==> config.mk <==
export PLATFORM = sky130hd
export DESIGN_NAME = qrs_adaptive_threshold_detector_top
export DESIGN_NICKNAME = d
export VERILOG_FILES = /design/src/design/qrs_pkg.sv /design/src/design/qrs_adaptive_threshold_detector_top.sv /design/src/design/qrs_in_queue.sv /design/src/design/qrs_out_queue.sv /design/src/design/qrs_seed_div.sv /design/src/design/qrs_back.sv
export SDC_FILE = /design/constraint.sdc
export NUM_CORES = 2
export LEC_CHECK = 0
export BUFFER_PORTS_ARGS = -buffer_cell sky130_fd_sc_hd__buf_2
export CORE_MARGIN = 1
export CORE_UTILIZATION = 51
export DETAILED_ROUTE_END_ITERATION = 12
export HOLD_SLACK_MARGIN = 0.03
export PLACE_DENSITY_LB_ADDON = 0.1
export RECOVER_POWER = 25
export SYNTH_ARGS = -nofsm -noshare
export SYNTH_HDL_FRONTEND = slang
export SYNTH_SLANG_ARGS = --single-unit
==> constraint.sdc <==
create_clock -name clk -period 12.55 [get_ports clk]
set_clock_uncertainty 0.1 [all_clocks]
set_input_delay 1.8825 -clock clk [delete_from_list [all_inputs] [get_ports clk]]
set_output_delay 1.8825 -clock clk [all_outputs]
set_load 0.005 [all_outputs]
==> src/design/qrs_pkg.sv <==
// ----------------------------------------------------------------------------
// qrs_pkg
// shared constants, types and helpers for the qrs threshold detector
// ----------------------------------------------------------------------------
package qrs_pkg;

  localparam int RR_DEPTH_DEF    = 8;
  localparam int SAMPLE_BITS_DEF = 16;
  localparam int COUNT_BITS_DEF  = 20;

  localparam int LEVEL_BITS = 24;
  localparam int LEVEL_FRAC = 6;
  localparam int LIMIT_FRAC = 8;
  localparam int LEARN_W    = 13;
  localparam int TIMEOUT_W  = 20;
  localparam int LIMIT_W    = 10;
  localparam int IVL_W      = 20;
  localparam int CFG_DATA_W = 20;
  localparam int SEED_W     = 28;

  localparam logic [1:0] CFG_LEARN   = 2'd0;
  localparam logic [1:0] CFG_TIMEOUT = 2'd1;
  localparam logic [1:0] CFG_LOWER   = 2'd2;
  localparam logic [1:0] CFG_UPPER   = 2'd3;

  typedef enum logic [2:0] {
    ST_IDLE,
    ST_DECIDE,
    ST_DIV,
    ST_SEED_TEN,
    ST_SEED_FIN,
    ST_EMIT
  } back_state_t;

  typedef struct packed {
    logic             r_peak;
    logic             found_by_search;
    logic [IVL_W-1:0] beat_interval;
    logic             learning;
  } result_t;

  // saturate a wide signed value to the level width
  function automatic logic signed [LEVEL_BITS-1:0] sat_level(input logic signed [47:0] v);
    logic signed [47:0] hi;
    logic signed [47:0] lo;
    hi = 48'sd8388607;
    lo = -48'sd8388608;
    if (v > hi) sat_level = hi[LEVEL_BITS-1:0];
    else if (v < lo) sat_level = lo[LEVEL_BITS-1:0];
    else sat_level = v[LEVEL_BITS-1:0];
  endfunction

  // level + floor((target - level) / 2^k), saturated
  function automatic logic signed [LEVEL_BITS-1:0] blend(
    input logic signed [LEVEL_BITS-1:0] level,
    input logic signed [LEVEL_BITS-1:0] target,
    input int k
  );
    logic signed [47:0] d;
    d = 48'(target) - 48'(level);
    blend = sat_level(48'(level) + (d >>> k));
  endfunction

endpackage

==> src/design/qrs_adaptive_threshold_detector_top.sv <==
// ----------------------------------------------------------------------------
// qrs_adaptive_threshold_detector_top
// qrs decision rules: seeding, adaptive thresholds, rr ring and search back
// ----------------------------------------------------------------------------
// a pushed sample waits in the input queue until the idle back takes it;
//   the decide and emit steps follow, and emit stalls while the result
//   queue is full; no new sample is taken before emit; the beat that closes
//   seeding also runs the bit-serial seed divider and the tenth step
// reset: synchronous active low, clears queues and detector state and loads
//   the register defaults; no clearing pass
// ----------------------------------------------------------------------------
module qrs_adaptive_threshold_detector_top #(
  parameter int RR_DEPTH    = qrs_pkg::RR_DEPTH_DEF,
  parameter int SAMPLE_BITS = qrs_pkg::SAMPLE_BITS_DEF,
  parameter int COUNT_BITS  = qrs_pkg::COUNT_BITS_DEF
) (
  input  logic                           clk,
  input  logic                           rst_n,
  input  logic                           cfg_we,
  input  logic [1:0]                     cfg_idx,
  input  logic [qrs_pkg::CFG_DATA_W-1:0] cfg_data,
  input  logic                           push,
  output logic                           full,
  input  logic signed [SAMPLE_BITS-1:0]  in_sample,
  output logic                           empty,
  input  logic                           pop,
  output logic                           out_r_peak,
  output logic                           out_found_by_search,
  output logic [qrs_pkg::IVL_W-1:0]      out_beat_interval,
  output logic                           out_learning
);

  // front: sample queue takes beats while the back is busy
  logic q_valid, q_take;
  logic [SAMPLE_BITS-1:0] q_data;
  qrs_in_queue #(.SAMPLE_BITS(SAMPLE_BITS)) u_inq (
    .clk(clk), .rst_n(rst_n), .wr_en(push && !full), .wr_data(in_sample),
    .full(full), .rd_en(q_take), .rd_valid(q_valid), .rd_data(q_data)
  );

  // back: decision sequencer
  logic res_wr, res_full;
  qrs_pkg::result_t res_data, out_data;
  qrs_back #(.RR_DEPTH(RR_DEPTH), .SAMPLE_BITS(SAMPLE_BITS), .COUNT_BITS(COUNT_BITS)) u_back (
    .clk(clk), .rst_n(rst_n), .cfg_we(cfg_we), .cfg_idx(cfg_idx), .cfg_data(cfg_data),
    .in_valid(q_valid), .in_data(q_data), .in_take(q_take),
    .res_full(res_full), .res_wr(res_wr), .res_data(res_data)
  );

  // result queue parts the back from the consumer
  qrs_out_queue u_outq (
    .clk(clk), .rst_n(rst_n), .wr_en(res_wr), .wr_data(res_data), .full(res_full),
    .pop(pop), .empty(empty), .rd_data(out_data)
  );

  assign out_r_peak          = out_data.r_peak;
  assign out_found_by_search = out_data.found_by_search;
  assign out_beat_interval   = out_data.beat_interval;
  assign out_learning        = out_data.learning;

endmodule

==> src/design/qrs_in_queue.sv <==
// ----------------------------------------------------------------------------
// qrs_in_queue
// two-entry sample queue between the accepting front and the decision back
// ----------------------------------------------------------------------------
module qrs_in_queue #(
  parameter int SAMPLE_BITS = qrs_pkg::SAMPLE_BITS_DEF
) (
  input  logic                   clk,
  input  logic                   rst_n,
  input  logic                   wr_en,
  input  logic [SAMPLE_BITS-1:0] wr_data,
  output logic                   full,
  input  logic                   rd_en,
  output logic                   rd_valid,
  output logic [SAMPLE_BITS-1:0] rd_data
);

  logic [SAMPLE_BITS-1:0] mem_r [2];
  logic       wp_r, rp_r;
  logic [1:0] cnt_r;

  always_ff @(posedge clk) begin
    if (!rst_n) begin
      wp_r  <= 1'b0;
      rp_r  <= 1'b0;
      cnt_r <= 2'd0;
    end else begin
      if (wr_en) wp_r <= ~wp_r;
      if (rd_en) rp_r <= ~rp_r;
      cnt_r <= cnt_r + 2'(wr_en) - 2'(rd_en);
    end
  end

  always_ff @(posedge clk) begin
    if (wr_en) mem_r[wp_r] <= wr_data;
  end

  assign full     = cnt_r == 2'd2;
  assign rd_valid = cnt_r != 2'd0;
  assign rd_data  = mem_r[rp_r];

endmodule

==> src/design/qrs_out_queue.sv <==
// ----------------------------------------------------------------------------
// qrs_out_queue
// two-entry result queue at the output
// ----------------------------------------------------------------------------
module qrs_out_queue (
  input  logic              clk,
  input  logic              rst_n,
  input  logic              wr_en,
  input  qrs_pkg::result_t  wr_data,
  output logic              full,
  input  logic              pop,
  output logic              empty,
  output qrs_pkg::result_t  rd_data
);

  qrs_pkg::result_t mem_r [2];
  logic       wp_r, rp_r;
  logic [1:0] cnt_r;
  logic       rd_en;

  assign rd_en = pop && !empty;

  always_ff @(posedge clk) begin
    if (!rst_n) begin
      wp_r  <= 1'b0;
      rp_r  <= 1'b0;
      cnt_r <= 2'd0;
    end else begin
      if (wr_en) wp_r <= ~wp_r;
      if (rd_en) rp_r <= ~rp_r;
      cnt_r <= cnt_r + 2'(wr_en) - 2'(rd_en);
    end
  end

  always_ff @(posedge clk) begin
    if (wr_en) mem_r[wp_r] <= wr_data;
  end

  assign full    = cnt_r == 2'd2;
  assign empty   = cnt_r == 2'd0;
  assign rd_data = mem_r[rp_r];

endmodule

==> src/design/qrs_seed_div.sv <==
// ----------------------------------------------------------------------------
// qrs_seed_div
// restoring divider, one quotient bit a cycle, signed dividend, truncating
// ----------------------------------------------------------------------------
module qrs_seed_div #(
  parameter int NUM_W = 34,
  parameter int DEN_W = 13
) (
  input  logic                    clk,
  input  logic                    rst_n,
  input  logic                    start,
  input  logic signed [NUM_W-1:0] num,
  input  logic [DEN_W-1:0]        den,
  output logic                    done,
  output logic signed [NUM_W-1:0] quo
);

  localparam int CW = $clog2(NUM_W + 1);

  logic [NUM_W-1:0] q_r;
  logic [DEN_W:0]   rem_r;
  logic [DEN_W-1:0] den_r;
  logic             neg_r, busy_r, done_r;
  logic [CW-1:0]    cnt_r;
  logic [DEN_W:0]   trial;
  logic [NUM_W-1:0] mag;

  assign mag   = num[NUM_W-1] ? NUM_W'(-num) : NUM_W'(num);
  assign trial = {rem_r[DEN_W-1:0], q_r[NUM_W-1]};

  always_ff @(posedge clk) begin
    if (!rst_n) begin
      busy_r <= 1'b0;
      done_r <= 1'b0;
      cnt_r  <= '0;
    end else begin
      done_r <= 1'b0;
      if (start) begin
        busy_r <= 1'b1;
        cnt_r  <= CW'(NUM_W);
      end else if (busy_r) begin
        cnt_r <= cnt_r - 1'b1;
        if (cnt_r == CW'(1)) begin
          busy_r <= 1'b0;
          done_r <= 1'b1;
        end
      end
    end
  end

  always_ff @(posedge clk) begin
    if (start) begin
      q_r   <= mag;
      rem_r <= '0;
      den_r <= den;
      neg_r <= num[NUM_W-1];
    end else if (busy_r) begin
      if (trial >= {1'b0, den_r}) begin
        rem_r <= trial - {1'b0, den_r};
        q_r   <= {q_r[NUM_W-2:0], 1'b1};
      end else begin
        rem_r <= trial;
        q_r   <= {q_r[NUM_W-2:0], 1'b0};
      end
    end
  end

  assign done = done_r;
  assign quo  = neg_r ? -$signed(q_r) : $signed(q_r);

endmodule

==> src/design/qrs_back.sv <==
// ----------------------------------------------------------------------------
// qrs_back
// seeding, peak classification, adaptive levels and rr ring
// ----------------------------------------------------------------------------
module qrs_back #(
  parameter int RR_DEPTH    = qrs_pkg::RR_DEPTH_DEF,
  parameter int SAMPLE_BITS = qrs_pkg::SAMPLE_BITS_DEF,
  parameter int COUNT_BITS  = qrs_pkg::COUNT_BITS_DEF
) (
  input  logic                            clk,
  input  logic                            rst_n,
  input  logic                            cfg_we,
  input  logic [1:0]                      cfg_idx,
  input  logic [qrs_pkg::CFG_DATA_W-1:0]  cfg_data,
  input  logic                            in_valid,
  input  logic [SAMPLE_BITS-1:0]          in_data,
  output logic                            in_take,
  input  logic                            res_full,
  output logic                            res_wr,
  output qrs_pkg::result_t                res_data
);

  localparam int LB    = qrs_pkg::LEVEL_BITS;
  localparam int HW    = (RR_DEPTH > 1) ? $clog2(RR_DEPTH) : 1;
  localparam int FW    = $clog2(RR_DEPTH + 1);
  localparam int TOT_W = COUNT_BITS + $clog2(RR_DEPTH + 1);
  localparam int SCL_W = $clog2(RR_DEPTH) + qrs_pkg::LIMIT_FRAC;
  localparam int NUM_W = qrs_pkg::SEED_W + qrs_pkg::LEVEL_FRAC;
  localparam int CMP_W = (COUNT_BITS > qrs_pkg::TIMEOUT_W) ? COUNT_BITS : qrs_pkg::TIMEOUT_W;
  localparam int IVC_W = (COUNT_BITS > qrs_pkg::IVL_W) ? COUNT_BITS : qrs_pkg::IVL_W;
  localparam logic [COUNT_BITS-1:0] CMAX = '1;
  localparam logic [SCL_W:0] SCALE = (SCL_W+1)'(RR_DEPTH * 256);
  localparam logic [IVC_W-1:0] IVL_MAX = IVC_W'({qrs_pkg::IVL_W{1'b1}});
  // ceil(2^24 / 10), exact for magnitudes up to 2^21
  localparam logic [20:0] TEN_RECIP = 21'd1677722;

  // configuration
  logic [qrs_pkg::LEARN_W-1:0]   learn_r;
  logic [qrs_pkg::TIMEOUT_W-1:0] timeout_r;
  logic [qrs_pkg::LIMIT_W-1:0]   lower_r, upper_r;

  always_ff @(posedge clk) begin
    if (!rst_n) begin
      learn_r   <= 13'd500;
      timeout_r <= 20'd1000;
      lower_r   <= 10'd128;
      upper_r   <= 10'd425;
    end else if (cfg_we) begin
      case (cfg_idx)
        qrs_pkg::CFG_LEARN:   learn_r   <= cfg_data[qrs_pkg::LEARN_W-1:0];
        qrs_pkg::CFG_TIMEOUT: timeout_r <= cfg_data;
        qrs_pkg::CFG_LOWER:   lower_r   <= cfg_data[qrs_pkg::LIMIT_W-1:0];
        qrs_pkg::CFG_UPPER:   upper_r   <= cfg_data[qrs_pkg::LIMIT_W-1:0];
        default: ;
      endcase
    end
  end

  // state
  qrs_pkg::back_state_t st_r, st_nxt;
  logic signed [SAMPLE_BITS-1:0] prev_r, x_r;
  logic have_prev_r, rising_r, locked_r, seeding_r;
  logic signed [LB-1:0] sig_r, noise_r, th1_r, th2_r;
  logic [COUNT_BITS-1:0] since_c_r, since_p_r;
  logic [FW-1:0] filled_r;
  logic [COUNT_BITS-1:0] ring_r [RR_DEPTH];
  logic [HW-1:0] head_r;
  logic [TOT_W-1:0] total_r;
  logic signed [qrs_pkg::SEED_W-1:0] seed_sum_r;
  logic [qrs_pkg::LEARN_W-1:0] seed_nz_r, seed_idx_r;
  qrs_pkg::result_t res_r;

  // products registered when a sample is taken, ready for DECIDE (prep registers)
  logic [qrs_pkg::LIMIT_W+TOT_W-1:0] low_prod_r, up_prod_r;
  logic [COUNT_BITS+SCL_W:0]         cand_prod_r;

  // seeding arithmetic
  logic [qrs_pkg::LEARN_W-1:0] span, nz_next, idx_next;
  logic seed_end;
  logic signed [qrs_pkg::SEED_W-1:0] seed_sum_next;
  assign span     = (learn_r == '0) ? qrs_pkg::LEARN_W'(1) : learn_r;
  assign nz_next  = seed_nz_r + qrs_pkg::LEARN_W'(x_r != '0);
  assign idx_next = seed_idx_r + 1'b1;
  assign seed_end = idx_next >= span;
  // a zero sample adds nothing, so the sum takes every sample
  assign seed_sum_next = seed_sum_r + qrs_pkg::SEED_W'(x_r);

  // divider, started with the window's sum and nonzero count including this beat
  logic div_start, div_done;
  logic signed [NUM_W-1:0] div_quo;
  qrs_seed_div #(.NUM_W(NUM_W), .DEN_W(qrs_pkg::LEARN_W)) u_div (
    .clk(clk), .rst_n(rst_n), .start(div_start),
    .num(NUM_W'(seed_sum_next) <<< qrs_pkg::LEVEL_FRAC), .den(nz_next),
    .done(div_done), .quo(div_quo)
  );

  logic signed [NUM_W-1:0] avg_r;
  always_ff @(posedge clk) if (div_done) avg_r <= div_quo;

  // next state
  always_comb begin
    st_nxt = st_r;
    case (st_r)
      qrs_pkg::ST_IDLE:     if (in_valid) st_nxt = qrs_pkg::ST_DECIDE;
      qrs_pkg::ST_DECIDE:   st_nxt = qrs_pkg::ST_EMIT;
      qrs_pkg::ST_DIV:      if (div_done) st_nxt = qrs_pkg::ST_SEED_TEN;
      qrs_pkg::ST_SEED_TEN: st_nxt = qrs_pkg::ST_SEED_FIN;
      qrs_pkg::ST_SEED_FIN: st_nxt = qrs_pkg::ST_EMIT;
      qrs_pkg::ST_EMIT:     if (!res_full) st_nxt = qrs_pkg::ST_IDLE;
      default:              st_nxt = qrs_pkg::ST_IDLE;
    endcase
    if (st_r == qrs_pkg::ST_DECIDE && seeding_r && seed_end && nz_next != '0)
      st_nxt = qrs_pkg::ST_DIV;
  end

  // outputs
  always_comb begin
    in_take   = (st_r == qrs_pkg::ST_IDLE) && in_valid;
    res_wr    = (st_r == qrs_pkg::ST_EMIT) && !res_full;
    res_data  = res_r;
    div_start = (st_r == qrs_pkg::ST_DECIDE) && (st_nxt == qrs_pkg::ST_DIV);
  end

  // decision arithmetic
  logic signed [LB-1:0] pq;
  logic rise, peak, sig_hit, search_hit;
  assign pq   = LB'(prev_r) <<< qrs_pkg::LEVEL_FRAC;
  assign rise = rising_r || (prev_r <= x_r);
  assign peak = rise && (prev_r > x_r);
  assign sig_hit    = (pq >= th1_r) || (CMP_W'(since_c_r) > CMP_W'(timeout_r));
  assign search_hit = locked_r
                      && ((qrs_pkg::LIMIT_W+TOT_W)'(cand_prod_r) >= up_prod_r)
                      && (pq >= th2_r);

  function automatic logic [COUNT_BITS-1:0] cinc(input logic [COUNT_BITS-1:0] c);
    cinc = (c == CMAX) ? c : c + 1'b1;
  endfunction

  function automatic logic signed [LB-1:0] th1_of(input logic signed [LB-1:0] s,
                                                  input logic signed [LB-1:0] n);
    logic signed [47:0] d;
    d = 48'(s) - 48'(n);
    th1_of = qrs_pkg::sat_level(48'(n) + (d >>> 2));
  endfunction

  // tenth of the average by reciprocal multiplication, truncated toward zero
  logic              avg_neg;
  logic [22:0]       avg_mag;
  logic [43:0]       ten_prod;
  logic [19:0]       tenth_mag;
  logic signed [LB-1:0] tenth_r, seed_noise, seed_sig, t1_seed;
  assign avg_neg   = avg_r[NUM_W-1];
  assign avg_mag   = avg_neg ? 23'(-avg_r) : 23'(avg_r);
  assign ten_prod  = avg_mag * TEN_RECIP;
  assign tenth_mag = ten_prod[43:24];

  always_ff @(posedge clk) begin
    if (st_r == qrs_pkg::ST_SEED_TEN) tenth_r <= avg_neg ? -LB'(tenth_mag) : LB'(tenth_mag);
  end

  assign seed_noise = qrs_pkg::sat_level(48'(avg_r) - 48'(tenth_r));
  assign seed_sig   = qrs_pkg::sat_level(48'(avg_r) + 48'(tenth_r));
  assign t1_seed    = th1_of(seed_sig, seed_noise);

  always_ff @(posedge clk) begin
    if (!rst_n) begin
      st_r <= qrs_pkg::ST_IDLE;
      have_prev_r <= 1'b0; rising_r <= 1'b1; locked_r <= 1'b0; seeding_r <= 1'b1;
      sig_r <= '0; noise_r <= '0; th1_r <= '0; th2_r <= '0;
      since_c_r <= '0; since_p_r <= '0; filled_r <= '0; head_r <= '0;
      total_r <= '0; seed_sum_r <= '0; seed_nz_r <= '0; seed_idx_r <= '0;
      prev_r <= '0;
      for (int i = 0; i < RR_DEPTH; i++) ring_r[i] <= '0;
    end else begin
      st_r <= st_nxt;
      if (in_take) begin
        x_r <= in_data;
        // multiplies happen here against registered state
        low_prod_r <= lower_r * total_r;
        up_prod_r  <= upper_r * total_r;
      end
      case (st_r)
        qrs_pkg::ST_DECIDE: begin : decide_st
          qrs_pkg::result_t rn;
          rn = '0;
          if (seeding_r) begin
            rn.learning = 1'b1;
            if (seed_end && nz_next == '0) begin
              noise_r <= '0; sig_r <= '0; th1_r <= '0; th2_r <= '0;
              seed_sum_r <= '0; seed_nz_r <= '0; seed_idx_r <= '0;
            end else begin
              seed_sum_r <= seed_sum_next;
              seed_nz_r  <= nz_next;
              seed_idx_r <= idx_next;
            end
          end else if (!have_prev_r) begin
            prev_r <= x_r;
            have_prev_r <= 1'b1;
          end else begin : dec
            logic [COUNT_BITS-1:0] sc, sp;
            logic [TOT_W-1:0] tot;
            logic lk, pub, bys;
            logic signed [LB-1:0] s, n;
            sc = since_c_r; sp = cinc(since_p_r); tot = total_r; lk = locked_r;
            pub = 1'b0; bys = 1'b0; s = sig_r; n = noise_r;
            if (peak) begin
              if (sig_hit) begin
                if (filled_r < FW'(RR_DEPTH)) begin
                  ring_r[filled_r[HW-1:0]] <= sc;
                  filled_r <= filled_r + 1'b1;
                  tot = tot + TOT_W'(sc);
                  sc = '0;
                  // low check used only when locked, and locked implies ring full
                end else begin
                  lk = 1'b1;
                end
                if (lk && (low_prod_r <= (qrs_pkg::LIMIT_W+TOT_W)'(cand_prod_r))) begin
                  tot = tot + TOT_W'(sc) - TOT_W'(ring_r[head_r]);
                  ring_r[head_r] <= sc;
                  head_r <= (head_r == HW'(RR_DEPTH-1)) ? '0 : head_r + 1'b1;
                  sc = '0;
                  pub = 1'b1;
                end else begin
                  sc = cinc(sc);
                end
                s = qrs_pkg::blend(sig_r, pq, 3);
              end else if (search_hit) begin
                n = qrs_pkg::blend(noise_r, pq, 2);
                sc = '0; pub = 1'b1; bys = 1'b1;
              end else begin
                n = qrs_pkg::blend(noise_r, pq, 3);
                sc = cinc(sc);
              end
              rising_r <= 1'b0;
            end else begin
              sc = cinc(sc);
              rising_r <= rise;
            end
            sig_r <= s; noise_r <= n;
            th1_r <= th1_of(s, n);
            th2_r <= th1_of(s, n) >>> 1;
            total_r <= tot; locked_r <= lk; since_c_r <= sc;
            if (pub) begin
              rn.r_peak = 1'b1;
              rn.found_by_search = bys;
              rn.beat_interval = (IVC_W'(sp) > IVL_MAX) ? qrs_pkg::IVL_W'(IVL_MAX)
                                                        : qrs_pkg::IVL_W'(sp);
              since_p_r <= '0;
            end else begin
              since_p_r <= sp;
            end
            prev_r <= x_r;
          end
          res_r <= rn;
        end
        qrs_pkg::ST_SEED_FIN: begin
          noise_r <= seed_noise;
          sig_r   <= seed_sig;
          th1_r   <= t1_seed;
          th2_r   <= t1_seed >>> 1;
          rising_r <= 1'b1; seeding_r <= 1'b0; have_prev_r <= 1'b0;
          seed_sum_r <= '0; seed_nz_r <= '0; seed_idx_r <= '0;
        end
        default: ;
      endcase
    end
  end

  // candidate product uses since_candidate as held at acceptance
  always_ff @(posedge clk) begin
    if (in_take) cand_prod_r <= since_c_r * SCALE;
  end

endmodule

After elaboration in Yosys (flattened, before gate mapping) --
Memory sizes are Yosys's and may differ from the RTL's. A register that Yosys moved wholly into a read port is not among the register bits. Cells that the tools add are included.
Operators by class: $add $sub $neg 32, shift operators 0, magnitude comparators 25, bitwise operators 10, muxes and demuxes 149, multipliers 3, eq/ne operators 21, reduce and logical (&&, ||, !) cells 51, div/mod/pow operators 0
Operator list (count):
- $mux W24 | 44
- $mux W20 | 19
- $gt A48 B24 Y1 const B | 7
- $lt A48 B24 Y1 const B | 7
- $pmux W24 S2 | 4
- $mux W34 | 4
- $mux W13 | 6
- $add A24 B23 Y25 | 3
- $mul A10 B24 Y34 | 2
- $neg A34 Y34 | 2
- $add A20 B1 Y20 const B | 3
- $eq A20 B20 Y1 const B | 3
- $mux W28 | 2
- $pmux W28 S2 | 1
- $pmux W13 S2 | 2
- $mux W1 | 51
- $add A24 B22 Y25 | 2
- $sub A22 B24 Y25 | 2
- $sub A24 B24 Y25 | 2
- $add A24 B20 Y24 | 2
- $ge A22 B24 Y1 | 2
- $mul A23 B20 Y43 const B | 1
- $reduce_or A20 Y1 | 2
- $add A34 B24 Y35 | 1
- other kinds (55) | 117
Word-level totals: output and inout bits 25, bits in writable memories 238, bits in latches 0, memory bits (read-only) 0, input bits 43, flip-flop bits (word level) 543, memories 3, logic and storage cells 340
Memory list:
- u_back.ring_r | depth 8, width 20, rd ports 1, clocked after Yosys merged registers in 1, write ports 8, line qrs_back.sv:66 | logic [COUNT_BITS-1:0] ring_r [RR_DEPTH];
- u_outq.mem_r | depth 2, width 23, rd ports 1, clocked after Yosys merged registers in 1, write ports 1, line qrs_out_queue.sv:16 | qrs_pkg::result_t mem_r [2];
- u_inq.mem_r | depth 2, width 16, rd ports 1, clocked after Yosys merged registers in 1, write ports 1, line qrs_in_queue.sv:18 | logic [SAMPLE_BITS-1:0] mem_r [2];

Longest topological paths before layout --
depth after elaboration 20, mapped depth 60, depth with buffers taken out 59

Hierarchy --
Synthesis repeated with hierarchy kept, for this count alone.
Second synthesis, totals: cell total of the unflattened synthesis 8487, area total of the unflattened synthesis 77853.4 µm²
Modules (own cells, without submodules):
- qrs_back | area each 69656.8 µm², seq. area each 15885.2 µm², instances 1, cells an instance 7813
- qrs_seed_div | area each 4764.6 µm², seq. area each 1861.8 µm², instances 1, cells an instance 508
- qrs_out_queue | area each 1980.6 µm², seq. area each 1481.4 µm², instances 1, cells an instance 94
- qrs_in_queue | area each 1437.6 µm², seq. area each 1061.0 µm², instances 1, cells an instance 71
- qrs_adaptive_threshold_detector_top | area each 13.8 µm², seq. area each 0.0 µm², instances 1, cells an instance 1

Worst setup path before layout --
No wires, ideal clock.
path type register to register, start point reg u_back.sig_r[6], end point reg u_back.th2_r[16], required time 12.310 ns, stages on the path, launching flop included 55, data arrival time 10.763 ns, setup time 0.140 ns, buffers on the path 3, path slack 1.548 ns, period minus slack after synthesis 11.002 ns, path through dfxtp_1 inv_1 ha_1 a31o_2 a21oi_1 nor2b_1 o21a_1 o21a_1 o21a_1 o21a_1 o21a_1 o21a_1 o21a_1 o21a_1 nor2_1 o21ai_0 a211o_1 a211oi_1 [19 not listed] o21a_1 nor2_1 xnor2_1 ha_1 and3_1 nand3_1 o21ai_0 a21oi_1 nor2_1 o31a_1 o31ai_1 a31o_2 a211oi_1 a41oi_1 o21a_1 a21boi_1 buf_2 a221oi_1
On the way: word-level cells in the longest chain between the ends 19, elaborated cells on any way between the ends 21, those cells by class add/sub (4); order compare (4); mux (13)
Ends and longest elaborated chain:
- from (decl) | line qrs_back.sv:63 | logic signed [LB-1:0] sig_r, noise_r, th1_r, th2_r;
- from (signal assigned) | line qrs_back.sv:239 | sig_r <= s; noise_r <= n;
- from (signal assigned) | line qrs_back.sv:258 | sig_r <= seed_sig;
- $sub A22 B24 Y25 | line qrs_pkg.sv:60 | d = 48'(target) - 48'(level);
- $add A24 B22 Y25 | line qrs_pkg.sv:61 | blend = sat_level(48'(level) + (d >>> k));
- $lt A48 B24 Y1 | line qrs_pkg.sv:49 | else if (v < lo) sat_level = lo[LEVEL_BITS-1:0];
- $mux W24 | line qrs_pkg.sv:49
- $mux W24 | line qrs_pkg.sv:48 | if (v > hi) sat_level = hi[LEVEL_BITS-1:0];
- $mux W24 | line qrs_back.sv:207 | if (sig_hit) begin
- $mux W24 (*) | line qrs_back.sv:206 | if (peak) begin
- $mux W24 (*) | line qrs_back.sv:196 | end else if (!have_prev_r) begin
- [3 not listed]
- $sub A24 B24 Y25 (*) | line qrs_back.sv:142 | d = 48'(s) - 48'(n);
- $add A24 B23 Y25 (*) | line qrs_back.sv:143 | th1_of = qrs_pkg::sat_level(48'(n) + (d >>> 2));
- $lt A48 B24 Y1 | line qrs_pkg.sv:49
- $mux W24 | line qrs_pkg.sv:49
- $mux W24 (*) | line qrs_pkg.sv:48
- $mux W24 (*) | line qrs_back.sv:196
- $mux W24 (*) | line qrs_back.sv:186 | if (seeding_r) begin
- $pmux W24 S2 (*) | line qrs_back.sv:182 | case (st_r)
- to (signal assigned) | line qrs_back.sv:241 | th2_r <= th1_of(s, n) >>> 1;
- to (signal assigned) | line qrs_back.sv:260 | th2_r <= t1_seed >>> 1;
- to (decl) | line qrs_back.sv:63
Every way passes the cells marked *; elsewhere a longest branch is shown, timed or not. The select of a mux whose other input is x is not followed. A chain may end at the register's enable or synchronous reset.

Worst setup path in the final report --
start point reg u_back.noise_r[6], end point reg u_back.th2_r[11]
On the way: word-level cells in the longest chain between the ends 20, elaborated cells on any way between the ends 27, those cells by class add/sub (5); order compare (6); mux (16)
Ends and longest elaborated chain:
- from (decl) | line qrs_back.sv:63
- from (signal assigned) | line qrs_back.sv:239
- from (signal assigned) | line qrs_back.sv:257 | noise_r <= seed_noise;
- $sub A22 B24 Y25 | line qrs_pkg.sv:60
- $add A24 B22 Y25 / $add A24 B23 Y25 (equally long branches) | line qrs_pkg.sv:61
- $lt A48 B24 Y1 | line qrs_pkg.sv:49
- $mux W24 | line qrs_pkg.sv:49
- $mux W24 | line qrs_pkg.sv:48
- $mux W24 | line qrs_back.sv:227 | end else if (search_hit) begin
- $mux W24 | line qrs_back.sv:207
- $mux W24 (*) | line qrs_back.sv:206
- [4 not listed]
- $sub A24 B24 Y25 | line qrs_back.sv:142
- $add A24 B23 Y25 (*) | line qrs_back.sv:143
- $lt A48 B24 Y1 | line qrs_pkg.sv:49
- $mux W24 | line qrs_pkg.sv:49
- $mux W24 (*) | line qrs_pkg.sv:48
- $mux W24 (*) | line qrs_back.sv:196
- $mux W24 (*) | line qrs_back.sv:186
- $pmux W24 S2 (*) | line qrs_back.sv:182
Marks and branches as above.

==> flow_metrics.tcl <==
set metrics [dict create \
    end_kind "flip-flop" \
    cp_slowest_stage_delay_ps 470 \
    fin_setup_tns_ps 0 \
    worst_pin_slew_ps 3290 \
    synth_area_per_cell_sq_um 9.15 \
    detail_route.wl_per_cell_microns 22.5 \
    comb_power_share_pct 71.4 \
    p_clk_share_pct 13.0 \
    dr.pass1.iters 6 \
    ys_warn_count 0 \
    grt_pass1_wl_mm 366 \
    hold_path_depth 0 \
    clockBufferDepth 3 \
    synth_top_cell_area_share_pct 18.3 \
    synthTopCellsByArea "edfxtp_1 (18%), fa_1 (14%), ha_1 (14%)" \
    hold-path-endpoint "u_outq.mem_r[0][4]$_DFFE_PP_" \
    cp.arrival_ps 12230 \
    detailed_place_hpwl_mm 185 \
    synth.distinct_cells 116 \
    globalplace.congestion 0.971 \
    sequentialPowerShare_pct 15.6 \
    synth-main-ff-cell "edfxtp_1" \
    drtAntennaViolNets 0 \
    hold-worst-slack_ps 342 \
    io_buffers 67 \
    overflow 0 \
    hold_viol 0 \
    fin_area_sq_um 83500 \
    clock_sinks 777 \
    die-area_sq_um 153000 \
    htree_levels 3 \
    cts_tree "yes" \
    rows 142 \
    die_w_microns 392 \
    r2r_start "u_back.noise_r[6]$_SDFFE_PN0P_" \
    synth_top_area_cell "edfxtp_1" \
    finalMaxSlewViolations 195 \
    fmax_mhz 84.9 \
    outcome "finished with violations" \
    cp_max_fo 16 \
    synth_cells 8465 \
    clk_latency_ps 760 \
    hp-class "flip-flop to flip-flop" \
    vias 61900 \
    clk_pin_slew_ps 70 \
    grt_max_degree 168 \
    r2r_setup_slack_ps 780 \
    remaining_drc_errors 0 \
    wl_mm 237 \
    placed_area_sq_um 80400 \
    layout.nets 9856 \
    start_util_pct 51.5 \
    die_h_microns 392 \
    ys_seq_elements 777 \
    rsz0062_at_grt "no" \
    synthToLayoutAreaGrowth_pct 7.74 \
    antenna_found_initial 7 \
    r2r_end "u_back.th2_r[11]$_SDFFE_PN0P_" \
    cpMaxStageDelayCell "or3b_2" \
    numCtsBuffers 92 \
    ys_seq_area_share_pct 26.2 \
    violations "max-capacitance violations, max-slew violations" \
    synth_nets 9900 \
    reg2reg_depth 59 \
    min_period_ps 11770 \
    root_buffer "clkbuf_16" \
    fillers 13800 \
    p_int_mw 10.7 \
    syn-cell-area_sq_um 77500 \
    synth_edf_count 471 \
    maxCapViolCount 5 \
    routed_via_density 5.88 \
    p_leak_nw 36.6 \
    start_kind "flip-flop" \
    num_io_pins 68 \
    min-delay-start "u_back.res_data[4]$_SDFFCE_PP0P_" \
    netSwitchingPower_mw 10.7 \
    crit_type "flip-flop to flip-flop" \
    p_per_area_nw_per_um2 256 \
    swShare_pct 49.9 \
    grt_pass1_vias 61200 \
    required_ps 13010 \
    grt_usage_pct 31.0 \
    irDropWorstVdd_v 0.000418 \
    slew-limit-headroom_pct -120 \
    ys_async_sr_fraction_pct 0 \
    core_sq_um 150000 \
    setup_viol 0 \
    path_common_cell "a21oi_1" \
    timing.final.crit_share_pct 93.8 \
    dr.first_iter.drc_count 4849 \
    drive_gt1_share_pct 6.68 \
]
## cells in the final DEF, fill, tap and decap left out, types with 79 or more instances in the layout
| cell type | Yosys | layout |
|---|---|---|
| inv_1 | 913 | 912 |
| ha_1 | 849 | 849 |
| nand2_1 | 771 | 771 |
| a21oi_1 | 567 | 564 |
| nor2_1 | 567 | 556 |
| fa_1 | 543 | 543 |
| edfxtp_1 | 471 | 471 |
| xnor2_1 | 364 | 363 |
| o21ai_0 | 353 | 351 |
| dfxtp_1 | 306 | 302 |
| and2_1 | 242 | 236 |
| nor2b_1 | 206 | 206 |
| buf_4 | 4 | 153 |
| xor2_1 | 152 | 152 |
| nor3_1 | 148 | 148 |
| nand3_1 | 134 | 134 |
| a21o_1 | 122 | 122 |
| clkbuf_16 | 0 | 93 |
| a211oi_1 | 85 | 84 |
| nand2b_1 | 79 | 79 |
## registers in the layout, indices dropped and copies added, names as in the netlist, 20 cells and up, named ones only
signal / cells
u_outq.mem_r: 46
u_back.seed_sum_r: 28
u_back.low_prod_r: 34
u_inq.mem_r: 32
u_back.avg_r: 34
u_back.up_prod_r: 34
u_back.noise_r: 24
u_back.total_r: 24
u_back.sig_r: 24
u_back.cand_prod_r: 20
u_back.tenth_r: 24
u_back.th2_r: 23
u_back.u_div.q_r: 34
u_back.since_c_r: 20
u_back.timeout_r: 20
u_back.since_p_r: 20
u_back.res_data: 23
u_back.ring_r: 160
## kinds of logic after synthesis
kind of cell | after synthesis | synth area share (%)
compound gates | 1832 | 15.4
xor+xnor | 516 | 5.83
fa+ha+maj | 1408 | 28.0
buf+inv | 1306 | 6.44
flops | 777 | 26.2
mux | 145 | 2.61
simple gates | 2481 | 15.6
## per-layer routing
layer	global-route usage (%)	up-vias	share of wire (%)
met4	9.20	4	3.0
met5	0	-	0.011
met3	3.91	332	6.0
li1	-	29300	-
met2	50.7	1842	46
met1	42.9	30500	45
## cells in the mapped netlist, types with 69 or more instances
library cell / number
nor3_1: 148
a21oi_1: 567
o21a_1: 77
nor2b_1: 206
o21ai_0: 353
clkbuf_1: 336
nand2b_1: 79
nand2_1: 771
inv_1: 913
nand3_1: 134
a22oi_1: 69
xor2_1: 152
fa_1: 543
dfxtp_1: 306
edfxtp_1: 471
o31ai_1: 69
and2_1: 242
a21o_1: 122
xnor2_1: 364
nor2_1: 567
a211oi_1: 85
ha_1: 849
## worst max-delay path by stage
| stage | start | to | cells after the start |
|---|---|---|---|
| floorplan | u_back.sig_r[6]$_SDFFE_PN0P_ | u_back.th2_r[16]$_SDFFE_PN0P_ | 54 |
| global placement | u_back.noise_r[6]$_SDFFE_PN0P_ | u_back.th2_r[7]$_SDFFE_PN0P_ | 58 |
| detailed placement | u_back.noise_r[6]$_SDFFE_PN0P_ | u_back.th2_r[18]$_SDFFE_PN0P_ | 59 |
| CTS | u_back.noise_r[6]$_SDFFE_PN0P_ | u_back.th2_r[14]$_SDFFE_PN0P_ | 59 |
| global route | u_back.prev_r[0]$_SDFFE_PN0P_ | u_back.th2_r[11]$_SDFFE_PN0P_ | 57 |
| finish | u_back.noise_r[6]$_SDFFE_PN0P_ | u_back.th2_r[11]$_SDFFE_PN0P_ | 59 |
## layout make-up
cell class,count,area [sq um],area share (%)
clock buffers,121,2480,2.97
flip-flops and latches,777,20300,24.3
clock inverters,51,631,0.756
well taps,2016,2520,3.02
diodes,6,15.0,0.0180
repair buffers,244,1580,1.89
inverters,924,3470,4.16
multi-input cells,6382,52500,62.9
## power groups by stage
stage                     Sequential, mW  Clock (mW)  Combinational (mW)
after floorplan                     3.24           0                10.6
after global placement              3.36           0                15.2
after detailed placement            3.37           0                14.9
after CTS                           3.32        2.84                15.1
after global routing                3.36        2.92                16.7
final                               3.33        2.78                15.3
## critical path: cells and delay by family, from the launching register on
family                   cells  cell delay, ps
adder cells (fa/ha/maj)      4            1200
XOR/XNOR                     2             410
AND/OR/NAND/NOR             10            1670
flip-flops                   1             420
buffers and inverters        3             420
AO/OA/AOI/OAI               39            7060
multiplexers                 1             310
## through the flow
stage               utilization, %  setup slack (ps)  total power, mW  instances
floorplan                        -              1550             13.8       8465
global placement              53.5               347             18.6      10300
detailed placement            53.5               234             18.3      10300
CTS                           55.5               139             21.2      10500
global route                  55.5              18.9             22.9      10500
finish                        55.5               775             21.4      10500
## timing repair
item,CTS,global route
setup endpoints to repair,0,23
gates resized for setup,0,15
setup buffers,0,1
endpoints found under the hold margin,0,0
hold buffers,0,0
No activity file was read; power rests on OpenSTA's default activity.
